**config.mk**
```make
export PLATFORM = sky130hd
export DESIGN_NAME = track_occupancy_qualifier_flat
export DESIGN_NICKNAME = d
export VERILOG_FILES = /design/src/rtl/toq_pkg.sv /design/src/rtl/toq_item_if.sv /design/src/rtl/toq_result_if.sv /design/src/rtl/toq_cfg_if.sv /design/src/rtl/toq_ctrl.sv /design/src/rtl/toq_dp.sv /design/src/rtl/track_occupancy_qualifier.sv /design/src/flat_wrapper.sv
export SDC_FILE = /design/constraint.sdc
export NUM_CORES = 1
export LEC_CHECK = 0
export BUFFER_PORTS_ARGS = -buffer_cell sky130_fd_sc_hd__buf_2
export CORE_ASPECT_RATIO = 1.4
export CORE_MARGIN = 2
export CORE_UTILIZATION = 40
export CTS_CLUSTER_SIZE = 28
export DETAILED_ROUTE_END_ITERATION = 12
export GPL_TIMING_DRIVEN = 0
export PLACE_DENSITY = 0.66
export SLEW_MARGIN = 0
export SYNTH_ARGS = -nofsm -noshare
export SYNTH_HDL_FRONTEND = slang
export SYNTH_HIERARCHICAL = 1
export SYNTH_SLANG_ARGS = --single-unit
export TNS_END_PERCENT = 5
```
**constraint.sdc**
```tcl
create_clock -name clk -period 5.4 [get_ports clk]
set_clock_uncertainty 0.2 [all_clocks]
set_input_delay 1.35 -clock clk [delete_from_list [all_inputs] [get_ports clk]]
set_output_delay 1.35 -clock clk [all_outputs]
set_load 0.005 [all_outputs]
```
**src/rtl/toq_pkg.sv**
```systemverilog
// Shared constants, register codes and controller/datapath types of the occupancy qualifier.
`timescale 1ns / 1ps
package toq_pkg;

	localparam int CHANNELS    = 8;
	localparam int CH_W        = $clog2(CHANNELS);
	localparam int SAMPLE_BITS = 10;
	localparam int SAMPLE_W    = 10;
	localparam int CMP_W       = 16;
	localparam int CHAN_W      = 3;
	localparam int FLAG_W      = 8;
	localparam int HIST_W      = 8;
	localparam int CD_W        = 12;
	localparam int CFG_IDX_W   = 3;
	localparam int CFG_DATA_W  = 64;

	localparam logic [CMP_W-1:0] SAMPLE_MASK = CMP_W'((32'd1 << SAMPLE_BITS) - 32'd1);
	localparam logic [7:0]      THR_ON_MIN  = 8'd10;
	localparam logic [7:0]      THR_OFF_MIN = 8'd5;
	localparam logic [3:0]      AGREE_MIN   = 4'd1;
	localparam logic [3:0]      AGREE_MAX   = 4'd8;
	localparam logic [CD_W-1:0] DELAY_SCALE = CD_W'(10);
	localparam logic [CH_W-1:0] LAST_CH     = CH_W'(CHANNELS - 1);

	typedef enum logic [CFG_IDX_W-1:0] {
		REG_THRESHOLD_ON     = 3'd0,
		REG_THRESHOLD_OFF    = 3'd1,
		REG_MIN_SAMPLES      = 3'd2,
		REG_CHANNEL_DELAYS   = 3'd3,
		REG_SHARED_OFF_DELAY = 3'd4
	} cfg_reg_t;

	typedef struct packed {
		logic            capture;
		logic            exec_sample;
		logic            tick_step;
		logic [CH_W-1:0] tick_idx;
		logic            load_out;
	} dp_cmd_t;

	typedef struct packed {
		logic op_tick;
	} dp_status_t;

endpackage

```
**src/rtl/toq_item_if.sv**
```systemverilog
// Input channel: converter samples and timer ticks.
`timescale 1ns / 1ps
interface toq_item_if;
	logic                          valid;
	logic                          ready;
	logic                          op;
	logic [toq_pkg::SAMPLE_W-1:0]  sample;

	modport source (output valid, output op, output sample, input ready);
	modport sink (input valid, input op, input sample, output ready);
endinterface

```
**src/rtl/toq_result_if.sv**
```systemverilog
// Result channel: sampled channel and the occupied and free flag vectors.
`timescale 1ns / 1ps
interface toq_result_if;
	logic                        valid;
	logic                        ready;
	logic [toq_pkg::CHAN_W-1:0]  channel;
	logic [toq_pkg::FLAG_W-1:0]  on_flags;
	logic [toq_pkg::FLAG_W-1:0]  off_flags;

	modport source (output valid, output channel, output on_flags, output off_flags,
		input ready);
	modport sink (input valid, input channel, input on_flags, input off_flags,
		output ready);
endinterface

```
**src/rtl/toq_cfg_if.sv**
```systemverilog
// Configuration write channel: register index and write data.
`timescale 1ns / 1ps
interface toq_cfg_if;
	logic                           valid;
	logic                           ready;
	logic [toq_pkg::CFG_IDX_W-1:0]  index;
	logic [toq_pkg::CFG_DATA_W-1:0] data;

	modport source (output valid, output index, output data, input ready);
	modport sink (input valid, input index, input data, output ready);
endinterface

```
**src/rtl/toq_ctrl.sv**
```systemverilog
// Controller state machine: input and result handshakes and the countdown sweep sequence.
`timescale 1ns / 1ps
module toq_ctrl (
	input  logic                clk,
	input  logic                arst_n,
	input  logic                in_valid,
	output logic                in_ready,
	output logic                out_valid,
	input  logic                out_ready,
	input  toq_pkg::dp_status_t status,
	output toq_pkg::dp_cmd_t    cmd
);
	import toq_pkg::*;

	typedef enum logic [1:0] {
		ST_IDLE,
		ST_EXEC,
		ST_FINISH
	} state_t;

	state_t          state_q;
	logic [CH_W-1:0] idx_q;
	logic            ready_q;
	logic            out_valid_q;
	logic            slot_free;

	assign in_ready  = ready_q;
	assign out_valid = out_valid_q;
	assign slot_free = !out_valid_q || out_ready;

	always_comb begin
		cmd             = '0;
		cmd.tick_idx    = idx_q;
		cmd.capture     = (state_q == ST_IDLE) && in_valid && ready_q;
		cmd.exec_sample = (state_q == ST_EXEC) && !status.op_tick;
		cmd.tick_step   = (state_q == ST_EXEC) && status.op_tick;
		cmd.load_out    = (state_q == ST_FINISH) && slot_free;
	end

	always_ff @(posedge clk or negedge arst_n) begin
		if (!arst_n) begin
			state_q     <= ST_IDLE;
			idx_q       <= '0;
			ready_q     <= 1'b0;
			out_valid_q <= 1'b0;
		end else begin
			// The result register is loaded once the previous beat has gone.
			if (cmd.load_out) begin
				out_valid_q <= 1'b1;
			end else if (out_valid_q && out_ready) begin
				out_valid_q <= 1'b0;
			end
			case (state_q)
				ST_IDLE: begin
					if (in_valid && ready_q) begin
						ready_q <= 1'b0;
						idx_q   <= '0;
						state_q <= ST_EXEC;
					end else begin
						ready_q <= 1'b1;
					end
				end
				ST_EXEC: begin
					if (!status.op_tick) begin
						state_q <= ST_FINISH;
					end else begin
						idx_q <= idx_q + CH_W'(1);
						if (idx_q == LAST_CH) begin
							state_q <= ST_FINISH;
						end
					end
				end
				ST_FINISH: begin
					if (slot_free) begin
						ready_q <= 1'b1;
						state_q <= ST_IDLE;
					end
				end
				default: begin
					state_q <= ST_IDLE;
				end
			endcase
		end
	end

endmodule

```
**src/rtl/toq_dp.sv**
```systemverilog
// Datapath: configuration registers, per-channel history and countdowns, result register.
`timescale 1ns / 1ps
module toq_dp (
	input  logic                          clk,
	input  logic                          arst_n,
	input  toq_pkg::dp_cmd_t              cmd,
	output toq_pkg::dp_status_t           status,
	input  logic                          item_op,
	input  logic [toq_pkg::SAMPLE_W-1:0]  item_sample,
	input  logic                          cfg_we,
	input  logic [toq_pkg::CFG_IDX_W-1:0] cfg_index,
	input  logic [toq_pkg::CFG_DATA_W-1:0] cfg_data,
	output logic [toq_pkg::CHAN_W-1:0]    res_channel,
	output logic [toq_pkg::FLAG_W-1:0]    res_on_flags,
	output logic [toq_pkg::FLAG_W-1:0]    res_off_flags
);
	import toq_pkg::*;

	logic [7:0]            thr_on_q;
	logic [7:0]            thr_off_q;
	logic [3:0]            min_samples_q;
	logic [CFG_DATA_W-1:0] delays_q;
	logic [7:0]            shared_delay_q;

	logic                  op_q;
	logic [SAMPLE_W-1:0]   sample_q;
	logic [CH_W-1:0]       cur_ch_q;
	logic [CH_W-1:0]       last_ch_q;
	logic [HIST_W-1:0]     history_q [CHANNELS];
	logic [CD_W-1:0]       countdown_q [CHANNELS];
	logic [CHANNELS-1:0]   on_bits_q;
	logic [CHANNELS-1:0]   off_bits_q;

	logic [CHAN_W-1:0]     res_channel_q;
	logic [FLAG_W-1:0]     res_on_q;
	logic [FLAG_W-1:0]     res_off_q;

	logic [CH_W-1:0]       rd_idx;
	logic [HIST_W-1:0]     hist_rd;
	logic [CD_W-1:0]       cd_rd;
	logic [CMP_W-1:0]      s_val;
	logic [CMP_W-1:0]      hi_val;
	logic [CMP_W-1:0]      lo_val;
	logic [3:0]            agree_n;
	logic [HIST_W-1:0]     agree_mask;
	logic [HIST_W-1:0]     hist_new;
	logic [HIST_W-1:0]     rel;
	logic                  stable_new;
	logic [7:0]            delay_byte;
	logic [CD_W-1:0]       reload;
	logic [CD_W-1:0]       cd_dec;

	assign status.op_tick = op_q;

	// Both the sample update and the sweep use one read address into the per-channel state.
	assign rd_idx  = cmd.tick_step ? cmd.tick_idx : cur_ch_q;
	assign hist_rd = history_q[rd_idx];
	assign cd_rd   = countdown_q[rd_idx];

	always_comb begin
		s_val   = CMP_W'(sample_q) & SAMPLE_MASK;
		hi_val  = CMP_W'((thr_on_q < THR_ON_MIN) ? THR_ON_MIN : thr_on_q);
		lo_val  = CMP_W'((thr_off_q < THR_OFF_MIN) ? THR_OFF_MIN : thr_off_q);
		agree_n = min_samples_q;
		if (agree_n < AGREE_MIN) begin
			agree_n = AGREE_MIN;
		end else if (agree_n > AGREE_MAX) begin
			agree_n = AGREE_MAX;
		end
		agree_mask = HIST_W'((9'd1 << agree_n) - 9'd1);

		// The upper test wins when the thresholds cross.
		if (s_val > hi_val) begin
			hist_new = {hist_rd[HIST_W-2:0], 1'b1};
		end else if (s_val < lo_val) begin
			hist_new = {hist_rd[HIST_W-2:0], 1'b0};
		end else begin
			hist_new = hist_rd;
		end
		rel        = hist_new & agree_mask;
		stable_new = (rel == agree_mask);

		delay_byte = delays_q[8*rd_idx +: 8];
		reload     = (delay_byte == 8'd0) ? CD_W'(shared_delay_q) * DELAY_SCALE
			: CD_W'(delay_byte);
		cd_dec     = (cd_rd != '0) ? cd_rd - CD_W'(1) : cd_rd;
	end

	always_ff @(posedge clk or negedge arst_n) begin
		if (!arst_n) begin
			thr_on_q       <= THR_ON_MIN;
			thr_off_q      <= THR_OFF_MIN;
			min_samples_q  <= AGREE_MIN;
			delays_q       <= '0;
			shared_delay_q <= '0;
		end else if (cfg_we) begin
			case (cfg_index)
				REG_THRESHOLD_ON:     thr_on_q       <= cfg_data[7:0];
				REG_THRESHOLD_OFF:    thr_off_q      <= cfg_data[7:0];
				REG_MIN_SAMPLES:      min_samples_q  <= cfg_data[3:0];
				REG_CHANNEL_DELAYS:   delays_q       <= cfg_data;
				REG_SHARED_OFF_DELAY: shared_delay_q <= cfg_data[7:0];
				default: begin
				end
			endcase
		end
	end

	always_ff @(posedge clk or negedge arst_n) begin
		if (!arst_n) begin
			op_q        <= 1'b0;
			cur_ch_q    <= '0;
			last_ch_q   <= '0;
			on_bits_q   <= '0;
			off_bits_q  <= '0;
			for (int i = 0; i < CHANNELS; i++) begin
				history_q[i]   <= '0;
				countdown_q[i] <= '0;
			end
		end else begin
			if (cmd.capture) begin
				op_q <= item_op;
			end
			if (cmd.exec_sample) begin
				history_q[rd_idx]   <= hist_new;
				on_bits_q[rd_idx]   <= hist_new[0] & stable_new;
				if (!stable_new && rel != '0) begin
					countdown_q[rd_idx] <= reload;
				end
				last_ch_q <= cur_ch_q;
				cur_ch_q  <= (cur_ch_q == LAST_CH) ? '0 : cur_ch_q + CH_W'(1);
			end
			if (cmd.tick_step) begin
				countdown_q[rd_idx] <= cd_dec;
				off_bits_q[rd_idx]  <= (cd_dec == '0) && !hist_rd[0];
			end
		end
	end

	// Payload registers of the item and the result beat need no reset.
	always_ff @(posedge clk) begin
		if (cmd.capture) begin
			sample_q <= item_sample;
		end
		if (cmd.load_out) begin
			res_channel_q <= op_q ? '0 : CHAN_W'(last_ch_q);
			res_on_q      <= FLAG_W'(on_bits_q);
			res_off_q     <= FLAG_W'(off_bits_q);
		end
	end

	assign res_channel   = res_channel_q;
	assign res_on_flags  = res_on_q;
	assign res_off_flags = res_off_q;

endmodule

```
**src/rtl/track_occupancy_qualifier.sv**
```systemverilog
// Top level of the eight-channel track occupancy qualifier.
`timescale 1ns / 1ps
// Each accepted beat on item is either a converter sample for the current round-robin
// channel (op 0) or a timer tick (op 1), and gives exactly one result beat. A sample
// passes from ST_EXEC to ST_FINISH, where its result is loaded; a tick stays in ST_EXEC
// while it sweeps the off countdowns of all CHANNELS channels through the one shared
// decrement unit, one channel a cycle. One item is in work at a time: item.ready rises again
// in the cycle after the result is loaded, and a result still waiting on result.ready holds
// back only the next result, not the next acceptance. Configuration writes are always
// accepted and should be made only while the block is idle.
module track_occupancy_qualifier (
	input  logic          clk,
	input  logic          arst_n,
	toq_item_if.sink      item,
	toq_result_if.source  result,
	toq_cfg_if.sink       cfg
);
	import toq_pkg::*;

	dp_cmd_t    cmd;
	dp_status_t status;

	assign cfg.ready = 1'b1;

	toq_ctrl u_ctrl (
		.clk       (clk),
		.arst_n    (arst_n),
		.in_valid  (item.valid),
		.in_ready  (item.ready),
		.out_valid (result.valid),
		.out_ready (result.ready),
		.status    (status),
		.cmd       (cmd)
	);

	toq_dp u_dp (
		.clk           (clk),
		.arst_n        (arst_n),
		.cmd           (cmd),
		.status        (status),
		.item_op       (item.op),
		.item_sample   (item.sample),
		.cfg_we        (cfg.valid && cfg.ready),
		.cfg_index     (cfg.index),
		.cfg_data      (cfg.data),
		.res_channel   (result.channel),
		.res_on_flags  (result.on_flags),
		.res_off_flags (result.off_flags)
	);

`ifndef SYNTHESIS
	a_one_cmd: assert property (@(posedge clk) disable iff (!arst_n)
		$onehot0({cmd.capture, cmd.exec_sample, cmd.tick_step, cmd.load_out}))
		else $error("more than one datapath command in a cycle");

	a_one_item: assert property (@(posedge clk) disable iff (!arst_n)
		item.valid && item.ready |=> !item.ready)
		else $error("second item accepted while one is in work");

	a_sweep_range: assert property (@(posedge clk) disable iff (!arst_n)
		cmd.tick_step |-> cmd.tick_idx <= LAST_CH)
		else $error("countdown sweep beyond the last channel");

	a_load_free: assert property (@(posedge clk) disable iff (!arst_n)
		cmd.load_out |-> (!result.valid || result.ready))
		else $error("result register loaded over a waiting beat");
`endif

endmodule
```
**src/flat_wrapper.sv**
```systemverilog
// flat-port wrapper written by rule: the top's interface ports become plain ports
module track_occupancy_qualifier_flat import toq_pkg::*;
  (clk, arst_n, item_valid, item_op, item_sample, item_ready, result_valid, result_channel, result_on_flags, result_off_flags, result_ready, cfg_valid, cfg_index, cfg_data, cfg_ready);
  toq_item_if item_i ();
  toq_result_if result_i ();
  toq_cfg_if cfg_i ();
  input  logic clk;
  input  logic arst_n;
  input wire logic [$bits(item_i.valid)-1:0] item_valid;
  input wire logic [$bits(item_i.op)-1:0] item_op;
  input wire logic [$bits(item_i.sample)-1:0] item_sample;
  output wire logic [$bits(item_i.ready)-1:0] item_ready;
  output wire logic [$bits(result_i.valid)-1:0] result_valid;
  output wire logic [$bits(result_i.channel)-1:0] result_channel;
  output wire logic [$bits(result_i.on_flags)-1:0] result_on_flags;
  output wire logic [$bits(result_i.off_flags)-1:0] result_off_flags;
  input wire logic [$bits(result_i.ready)-1:0] result_ready;
  input wire logic [$bits(cfg_i.valid)-1:0] cfg_valid;
  input wire logic [$bits(cfg_i.index)-1:0] cfg_index;
  input wire logic [$bits(cfg_i.data)-1:0] cfg_data;
  output wire logic [$bits(cfg_i.ready)-1:0] cfg_ready;
  assign item_i.valid = item_valid;
  assign item_i.op = item_op;
  assign item_i.sample = item_sample;
  assign item_ready = item_i.ready;
  assign result_valid = result_i.valid;
  assign result_channel = result_i.channel;
  assign result_on_flags = result_i.on_flags;
  assign result_off_flags = result_i.off_flags;
  assign result_i.ready = result_ready;
  assign cfg_i.valid = cfg_valid;
  assign cfg_i.index = cfg_index;
  assign cfg_i.data = cfg_data;
  assign cfg_ready = cfg_i.ready;
  track_occupancy_qualifier u_core (.clk(clk), .arst_n(arst_n), .item(item_i), .result(result_i), .cfg(cfg_i));
endmodule
```
==> results.md <==
- Synthesized Nets: 1690
- Max VDD drop: 0.327 mV
- Sequential area share after synthesis: 0.493
- Synth Area per Inst: 10.2 um2
- CTS Buf Count: 34
- Gr usage total: 0.299
- Final net count: 1838
- Post-Place Cells: 2212
- Antenna Nets Post-Route: 0
- GR Util met1: 0.339
- CTS max path bufs: 3
- Met3 GRT Util: 0.0579
- Setup Crit Path Kind: register to register
- Slew HR: 0.136
- Wire per inst: 27.6 um
- FMAX: 188 MHz
- Global routing's busiest layer: met2
- Share of layout cells above drive strength 1: 0.225
- # hold bufs at CTS: 0
- Clock Latency Late Sink: 0.54 ns
- Num Clock Sinks: 311
- Final WL: 62900 um
- Vias in the first global route: 14400
- Area growth, synth to finish: 17.0%
- DRT iter0 DRCs: 1552
- Initial antenna violation count: 1
- CTS tree: built
- Pwr Total: 12800 uW
- HPWL Detailed: 44900 um
- CP Data Arrival Time: 5.56 ns
- Design Area, Final: 18800 um2
- Maximum Capacitance Violations: 0
- Post-synthesis register bit count: 311
- Leak Pwr: 0.00790 uW
- Die Area: 41900 um2
- Post-synth EDFFs: 29
- Worst reg2reg setup slack: 0.08 ns
- Synthesis Warnings: 6
- Post-layout min period: 5.32 ns
- Worst Setup Start Kind: register
- # DRC: 0
- CP endpoint kind: register
- Row cnt: 87
- M2 GR Usage: 0.503
- Worst Path Required: 5.64 ns
- IO Port Bufs: 103
- Measured slew at the worst slew-check pin: 1.28 ns
- Num ports: 105
- Die Y: 241 um
- Filler cells: 3765
- Share of flip-flops with an asynchronous set or reset: 0.907
- Dpl cell area: 17400 um2
- Total grt overflow: 0
- Synth unique cells: 89
- RD Place Congestion: 1.01
- Critical path peak fanout: 10
- Avg Vias per Cell: 6.30
- Root Driver: clkbuf_16
- Outcome: finished, final reports clean
- RSZ-0062 raised after global routing: true
- Core area: 39900 um2
- Synthesized instance count: 1572
- Cell area after synthesis: 16100 um2
- Post-Layout Cell Count: 2279
- Most frequent cells in the layout: dfrtp_1 (277), nand2_1 (185), o21ai_0 (163)
- Slew Viols, Final: 0
- Hold Slack: 0.246 ns
- Drt pass-1 iters: 8
- Fin Setup TNS: 0 ns
- H-tree levels: 2
- Synth Flop Type: dfrtp_1
- First-pass GRT wire length: 92400 um
- Hold Path Class: register to register
- Crit share post-route: 0.986
- Final hold viol count: 0
- Via count: 14400
- Most common cell after layout, fill and taps aside: dfrtp_1
- DIE WIDTH: 174 um
- Power density cells: 681 nW/um2
- Worst-path clk slew: 0.06 ns
- Starting Density: 0.403
- Largest net degree at the start of global routing: 123
- Setup Viol. Count Final: 0
where the power goes:
part | internal [uW] | switching [uW] | leakage, uW
Sequential | 3130 | 485 | 0.00373
Clock | 1500 | 974 | 0.000572
Combinational | 2070 | 4680 | 0.00360
Total | 6700 | 6140 | 0.00790
final cells by class:
type	count	area, um2	share of cell area
well taps	534	668	0.0355
plain buffers	120	568	0.0302
repair buffers	113	673	0.0357
diodes	1	2.50	0.000133
inverters	16	60.1	0.00319
flip-flops and latches	311	7930	0.421
clock buffers	49	980	0.0520
multi-input cells	1124	7770	0.412
clock inverters	11	184	0.00976
worst paths after layout:
kind,startpoint,end,depth (start not counted)
max reg2reg,u_core/u_dp/status$_DFFE_PN0P_,u_core/u_dp/countdown_q[52]$_DFF_PN0_,15
min reg2reg,u_core/u_dp/off_bits_q[5]$_DFFE_PN0P_,u_core/u_dp/res_off_flags[5]$_DFFE_PP_,0
max,u_core/u_dp/status$_DFFE_PN0P_,u_core/u_dp/countdown_q[52]$_DFF_PN0_,15
max in group asynchronous,arst_n,u_core/u_dp/on_bits_q[4]$_DFFE_PN0P_,2
min in group asynchronous,arst_n,u_core/u_dp/delays_q[12]$_DFFE_PN0P_,1
min,u_core/u_dp/off_bits_q[5]$_DFFE_PN0P_,u_core/u_dp/res_off_flags[5]$_DFFE_PP_,0
synth_stat cells, drive strengths merged, types with 7 or more instances:
library cell / instances / area share
nor3: 12 / 0.0040
a21oi: 91 / 0.028
edfxtp: 29 / 0.054
a21o: 8 / 0.0037
buf: 40 / 0.014
nand2: 188 / 0.044
dfrtp: 277 / 0.43
clkbuf: 81 / 0.019
inv: 16 / 0.0037
and3: 13 / 0.0051
a211oi: 8 / 0.0037
a222oi: 7 / 0.0044
mux2: 115 / 0.081
mux2i: 39 / 0.024
a221o: 13 / 0.0081
o21ai: 176 / 0.057
a22oi: 26 / 0.012
o31ai: 56 / 0.026
or2: 7 / 0.0027
nand4: 14 / 0.0071
nand3: 43 / 0.013
a221oi: 7 / 0.0038
nor2b: 10 / 0.0039
a31oi: 45 / 0.017
a22o: 9 / 0.0051
ha: 34 / 0.026
o22ai: 47 / 0.018
nor2: 50 / 0.012
kinds of logic after synthesis:
| logic type | count (synthesis) | synth area share |
|---|---|---|
| compound gates | 543 | 0.215 |
| buf+inv | 137 | 0.0364 |
| xor+xnor | 9 | 0.00490 |
| simple gates | 378 | 0.113 |
| fa+ha+maj | 35 | 0.0277 |
| other cells | 2 | 0.000466 |
| mux | 157 | 0.110 |
| flops | 311 | 0.493 |
repair_timing:
item / in CTS / in global routing
endpoints found under the hold margin: 0 / 0
setup buffers: 0 / 7
setup endpoints to repair: 104 / 104
pin swaps: 0 / 4
resized for setup: 31 / 46
cloned: 0 / 0
critical path, stage by stage (launching register included):
cell	delay [ns]
dfrtp_1	0.46
nand3b_1	0.20
inv_2	0.12
buf_6	0.18
buf_2	0.20
and3b_1	0.39
nor2_4	0.48
o22ai_1	0.21
or3_1	0.61
a21oi_2	0.47
nand4_1	0.22
o21ai_2	0.53
buf_2	0.35
buf_2	0.30
o31ai_1	0.13
o22ai_1	0.18
metal layers:
metal	vias up	share of wire
met3	288	0.083
li1	6202	-
met5	-	0
met4	0	0.086
met1	7045	0.36
met2	821	0.47
metrics by stage:
step,util,setup WS (ns)
after floorplan,-,1.14
after global placement,0.433,-2.66
after detailed placement,0.435,-0.987
after CTS,0.467,-0.0608
after global routing,0.471,-0.0822
final,0.472,0.0763
sequential cells by signal (all words and copies together) (netlist names), 4 cells and up:
signal,count
u_core/u_dp/thr_on_q,8
u_core/u_dp/res_on_flags,8
u_core/u_dp/countdown_q,96
u_core/u_dp/delays_q,64
u_core/u_dp/min_samples_q,4
u_core/u_dp/shared_delay_q,8
u_core/u_dp/sample_q,10
u_core/u_dp/off_bits_q,8
u_core/u_dp/history_q,64
u_core/u_dp/on_bits_q,8
u_core/u_dp/res_off_flags,8
u_core/u_dp/thr_off_q,8
No activity file was read; power rests on OpenSTA's default activity.
